--- config.mk ---
export PLATFORM = sky130hd
export DESIGN_NAME = tlm_ctrl
export DESIGN_NICKNAME = d
export VERILOG_FILES = /design/src/rtl/core/tlm_pkg.sv /design/src/rtl/core/tlm_ctrl.sv
export SDC_FILE = /design/constraint.sdc
export NUM_CORES = 1
export LEC_CHECK = 0
export ABC_AREA = 1
export ABC_CLOCK_PERIOD_IN_PS = 1100
export BUFFER_PORTS_ARGS = -buffer_cell sky130_fd_sc_hd__buf_4
export CAP_MARGIN = 20
export CORE_UTILIZATION = 37
export CTS_CLUSTER_DIAMETER = 100
export DETAILED_ROUTE_END_ITERATION = 12
export PLACE_DENSITY = 0.75
export SLEW_MARGIN = 10
export SYNTH_ARGS = -nofsm -noshare
export SYNTH_HDL_FRONTEND = slang
export SYNTH_SLANG_ARGS = --single-unit
--- constraint.sdc ---
create_clock -name clk -period 1.1 [get_ports clk]
set_input_delay 0.055 -clock clk [delete_from_list [all_inputs] [get_ports clk]]
set_output_delay 0.055 -clock clk [all_outputs]
set_load 0.02 [all_outputs]
--- src/rtl/core/tlm_pkg.sv ---
// Shared types, constants and command/status structs for the trie segmenter.
package tlm_pkg;

  localparam int NODE_COUNT  = 256;
  localparam int NODE_W      = 8;
  // trie entry: word-end flag of the child node over the child index
  localparam int ENTRY_W     = NODE_W + 1;
  localparam int SYM_W       = 8;
  localparam int CHILD_AW    = NODE_W + SYM_W;
  localparam int CHILD_DEPTH = 1 << CHILD_AW;
  localparam int MAX_WORD    = 64;
  localparam int LEN_W       = 7;
  localparam int BUF_AW      = 7;
  localparam int BUF_DEPTH   = 1 << BUF_AW;
  localparam int POS_W       = 16;
  localparam int USED_W      = 9;

  typedef enum logic [1:0] {
    ACT_CLEAR = 2'd0,
    ACT_DICT  = 2'd1,
    ACT_TEXT  = 2'd2
  } act_t;

  typedef enum logic [1:0] {
    ST_SEGMENT  = 2'd0,
    ST_MISMATCH = 2'd1,
    ST_LOAD_ERR = 2'd2
  } status_t;

  typedef struct packed {
    logic [1:0]       action;
    logic [SYM_W-1:0] symbol;
    logic             final_byte;
  } in_t;

  typedef struct packed {
    logic [1:0]       status;
    logic [POS_W-1:0] segment_start;
    logic [LEN_W-1:0] segment_length;
    logic             text_done;
    logic             last;
  } out_t;

  typedef enum logic [2:0] {
    S_CLEAR,
    S_IDLE,
    S_LOAD_CHK,
    S_WALK_A,
    S_WALK_B,
    S_WALK_C,
    S_EMIT,
    S_FINISH
  } state_t;

  typedef enum logic [3:0] {
    OP_NONE,
    OP_CLR_INIT,
    OP_SWEEP,
    OP_LD_SKIP,
    OP_LD_FAIL,
    OP_LD_COMMIT,
    OP_TXT_DROP,
    OP_TXT_PUSH,
    OP_WALK_STEP,
    OP_END_TEXT,
    OP_EMIT,
    OP_SEND
  } op_t;

  typedef struct packed {
    op_t  op;
    logic capture;
    logic rd_walk;
    logic final_out;
  } cmd_t;

  typedef struct packed {
    logic skip;
    logic depth_ok;
    logic err_latched;
    logic sweep_last;
    logic load_ok;
    logic pc_lt_tc;
    logic pc_nz;
    logic fin;
    logic walk_ok;
    logic best_nz;
    logic hold_v;
  } stat_t;

endpackage

--- src/rtl/core/tlm_ctrl.sv ---
// Controller state machine: sequences clear sweep, dictionary load and text walk.
module tlm_ctrl (
  input  logic           clk,
  input  logic           rst_n,
  input  logic           in_valid,
  input  tlm_pkg::in_t   in_data,
  input  logic           out_ready,
  input  tlm_pkg::stat_t stat,
  output logic           in_ready,
  output logic           out_valid,
  output tlm_pkg::cmd_t  cmd
);

  tlm_pkg::state_t state_r, state_nxt;

  // State register; reset starts a sweep of the trie table
  always_ff @(posedge clk) begin
    if (!rst_n) begin
      state_r <= tlm_pkg::S_CLEAR;
    end else begin
      state_r <= state_nxt;
    end
  end

  // Next state and commands
  always_comb begin
    state_nxt     = state_r;
    in_ready      = 1'b0;
    out_valid     = 1'b0;
    cmd.op        = tlm_pkg::OP_NONE;
    cmd.capture   = 1'b0;
    cmd.rd_walk   = 1'b0;
    cmd.final_out = 1'b0;

    unique case (state_r)
      tlm_pkg::S_CLEAR: begin
        cmd.op = tlm_pkg::OP_SWEEP;
        if (stat.sweep_last) begin
          state_nxt = tlm_pkg::S_IDLE;
        end
      end
      tlm_pkg::S_IDLE: begin
        in_ready = 1'b1;
        if (in_valid) begin
          cmd.capture = 1'b1;
          case (tlm_pkg::act_t'(in_data.action))
            tlm_pkg::ACT_CLEAR: begin
              cmd.op    = tlm_pkg::OP_CLR_INIT;
              state_nxt = tlm_pkg::S_CLEAR;
            end
            tlm_pkg::ACT_DICT: begin
              if (stat.skip) begin
                cmd.op = tlm_pkg::OP_LD_SKIP;
              end else if (stat.depth_ok) begin
                state_nxt = tlm_pkg::S_LOAD_CHK;
              end else begin
                cmd.op    = tlm_pkg::OP_LD_FAIL;
                state_nxt = tlm_pkg::S_FINISH;
              end
            end
            tlm_pkg::ACT_TEXT: begin
              if (stat.err_latched) begin
                cmd.op = tlm_pkg::OP_TXT_DROP;
              end else begin
                cmd.op    = tlm_pkg::OP_TXT_PUSH;
                state_nxt = tlm_pkg::S_WALK_A;
              end
            end
            default: begin
            end
          endcase
        end
      end
      tlm_pkg::S_LOAD_CHK: begin
        if (stat.load_ok) begin
          cmd.op    = tlm_pkg::OP_LD_COMMIT;
          state_nxt = tlm_pkg::S_IDLE;
        end else begin
          cmd.op    = tlm_pkg::OP_LD_FAIL;
          state_nxt = tlm_pkg::S_FINISH;
        end
      end
      tlm_pkg::S_WALK_A: begin
        if (stat.pc_lt_tc) begin
          state_nxt = tlm_pkg::S_WALK_B;
        end else if (stat.fin && stat.pc_nz) begin
          state_nxt = tlm_pkg::S_EMIT;
        end else begin
          cmd.op    = tlm_pkg::OP_END_TEXT;
          state_nxt = tlm_pkg::S_FINISH;
        end
      end
      tlm_pkg::S_WALK_B: begin
        // buffered byte is ready; look up its edge
        cmd.rd_walk = 1'b1;
        state_nxt   = tlm_pkg::S_WALK_C;
      end
      tlm_pkg::S_WALK_C: begin
        if (stat.walk_ok) begin
          cmd.op    = tlm_pkg::OP_WALK_STEP;
          state_nxt = tlm_pkg::S_WALK_A;
        end else begin
          state_nxt = tlm_pkg::S_EMIT;
        end
      end
      tlm_pkg::S_EMIT: begin
        // send the previous result before holding the new one
        out_valid = stat.hold_v;
        if (!stat.hold_v || out_ready) begin
          cmd.op    = tlm_pkg::OP_EMIT;
          state_nxt = stat.best_nz ? tlm_pkg::S_WALK_A : tlm_pkg::S_FINISH;
        end
      end
      tlm_pkg::S_FINISH: begin
        cmd.final_out = 1'b1;
        out_valid     = stat.hold_v;
        if (!stat.hold_v) begin
          state_nxt = tlm_pkg::S_IDLE;
        end else if (out_ready) begin
          cmd.op    = tlm_pkg::OP_SEND;
          state_nxt = tlm_pkg::S_IDLE;
        end
      end
      default: begin
        state_nxt = tlm_pkg::S_IDLE;
      end
    endcase
  end

endmodule

==> results_dict.tcl <==
set metrics [dict create \
    timing.final.crit_share_pct 127 \
    fin_cells 164 \
    worst_pin_slew_ns 0.257 \
    violations "negative setup slack" \
    cap_viol_max_count 0 \
    syn-mean-instance-area_um2 5.38 \
    die_w_um 40.1 \
    fill_cells 90 \
    fin_total_pwr_uw 1030 \
    relSlewSlack_pct 82.9 \
    ios 35 \
    die_h_um 40.1 \
    syn_area_um2 538 \
    grt_max_degree 8 \
    rows 13 \
    drc 0 \
    synth_area_leader_cell "nand2_1" \
    cp.required_ns 1.04 \
    diodes 0 \
    ys_ff_latch 3 \
    synth_edf_count 0 \
    grt_pass1_wl_um 2600 \
    leakage_uw 0.000614 \
    top_regs "state_r: 3 flops" \
    grt_pass1_vias 674 \
    io_buffers 25 \
    reg2reg_setup_slack_ns -0.19 \
    place_inst 150 \
    p_per_area_nw_per_um2 934 \
    yosys-top-cells-area "nand2_1 (17%), nor2_1 (13%), dfxtp_1 (11%), inv_1 (11%), ha_1 (9.3%)" \
    top_register "state_r" \
    drive_gt1_share_pct 53.0 \
    finalHoldViolations 0 \
    cts_tree "yes" \
    ys.flop_type "dfxtp_1" \
    synth.distinct_cells 22 \
    grt-ovfl-total 0 \
    clkSlewWorstSetupHoldPaths_ns 0.04 \
    dieArea_um2 1610 \
    wire_per_inst_um 12.4 \
    synth_top_cell_area_share_pct 17.4 \
    ctsHtreeMaxLevel 1 \
    synthCells 100 \
    vias 858 \
    cts_buffers 3 \
    crit_type "reg2out" \
    pre_cts_slack_ns -0.0702 \
    dr.pass1.iters 4 \
    grt_usage_pct 23.4 \
    critical_path.max_fanout 6 \
    layout_common_cells "buf_4 (31), nand2_1 (20), nor2_1 (15), buf_6 (15), inv_1 (13)" \
    wirelength_um 2030 \
    yosysSeqAreaShare_pct 11.2 \
    final_nets 180 \
    insertion_delay_ns 0.23 \
    initial_core_util_pct 40.3 \
    rsz0062_at_grt "yes" \
    clk_path_buf_depth 2 \
    viasPerCell 5.23 \
    gp_congestion 0.766 \
    status "complete, but fails checks" \
    clock_sinks 3 \
    syn2layout_area_growth_pct 106 \
    utilization_pct 83.0 \
    hold_class "in2reg" \
    antenna_left 0 \
    holdBufCountCts 0 \
    fin_worst_skew_ns 0.00528 \
    ys_warn_count 0 \
    worstPathArrival_ns 1.34 \
    largest_register_ffs 3 \
    core-area_um2 1330 \
    setup_viol 11 \
    drt_iter0_drc 21 \
    ir_worst_vdd_v 0.000777 \
    antenna_found_initial 0 \
    max_freq_ghz 0.717 \
    ctsRootBufferMaster "clkbuf_4" \
    start_kind "flip-flop" \
    fin_ws_ns -0.295 \
    dp_hpwl_um 1230 \
    final_common_cell "buf_4" \
    async_flop_share_pct 0 \
    period_minus_slack_ns 1.40 \
    slew_viol_final 0 \
    syn_nets 130 \
    cp-end-kind "output pin" \
]
-- Yosys cell counts (2+ instances only) --
library cell and n:
nand3_1 8, nand2_2 2, dfxtp_1 3, nand2_1 25, a21oi_1 3, inv_1 16
nor2_1 18, nand4_1 2, o21ai_0 3, nand3b_1 2, inv_2 4, ha_1 4
-- per-layer routing --
metal / vias to the layer above / routed length [µm] / global-route usage, %
li1: 414 / - / -
met1: 391 / 784 / 25.6
met2: 41 / 1080 / 48.0
met3: 12 / 108 / 0.556
met4: 0 / 63 / 5.17
met5: - / 0 / 0
-- kinds of logic after synthesis --
| group | Yosys count | share of synthesized area [%] |
|---|---|---|
| and+or+nand+nor | 60 | 49.5 |
| buffers and inverters | 22 | 16.7 |
| AOI/OAI and AO/OA | 11 | 13.3 |
| adders and majority gates | 4 | 9.30 |
| DFF | 3 | 11.2 |
-- area by class of cell --
class / count / area, µm² / share of cell area [%]
Multi-Input combinational cell: 75 / 493 / 44.5
Timing Repair Buffer: 46 / 402 / 36.3
Tap cell: 15 / 18.8 / 1.69
Clock buffer: 4 / 26.3 / 2.37
Sequential cell: 3 / 71.3 / 6.44
Inverter: 21 / 96.3 / 8.70
-- per-stage QoR --
stage	instance area (µm²)	TNS [ns]	hold WS, ns
global placement	876	-0.175	0.299
global route	1110	-2.31	0.0569
detailed placement	876	-0.266	0.303
floorplan	598	-0.0255	0.173
finish	1110	-1.86	0.0563
CTS	1050	-1.51	0.0514
-- path summary, 6_finish.rpt --
check	startpoint	to	cells past startpoint
setup / recovery	state_r[2]	cmd[6]	6
hold / removal	rst_n	state_r[0]	3
setup reg to reg	state_r[2]	state_r[0]	8
hold reg to reg	state_r[0]	state_r[0]	5
-- timing repair --
action | CTS | global route
gates resized for setup | 24 | 12
setup buffers | 10 | 1
pin swaps | 18 | 10
endpoints found under the setup margin | 12 | 12
-- critical path, stage by stage, from the launching register on --
cell     delay [ns]
dfxtp_4        0.37
buf_4          0.16
nand3_2        0.08
nor2_1         0.04
nor2_1         0.18
nand2_1        0.13
buf_6          0.15
-- power breakdown --
group	internal, µW	leakage [µW]	switching [µW]
Clock	136	0.0000150	59.9
Sequential	127	0.0000267	49.9
Combinational	333	0.000572	327
(Power assumes the default switching activity.)
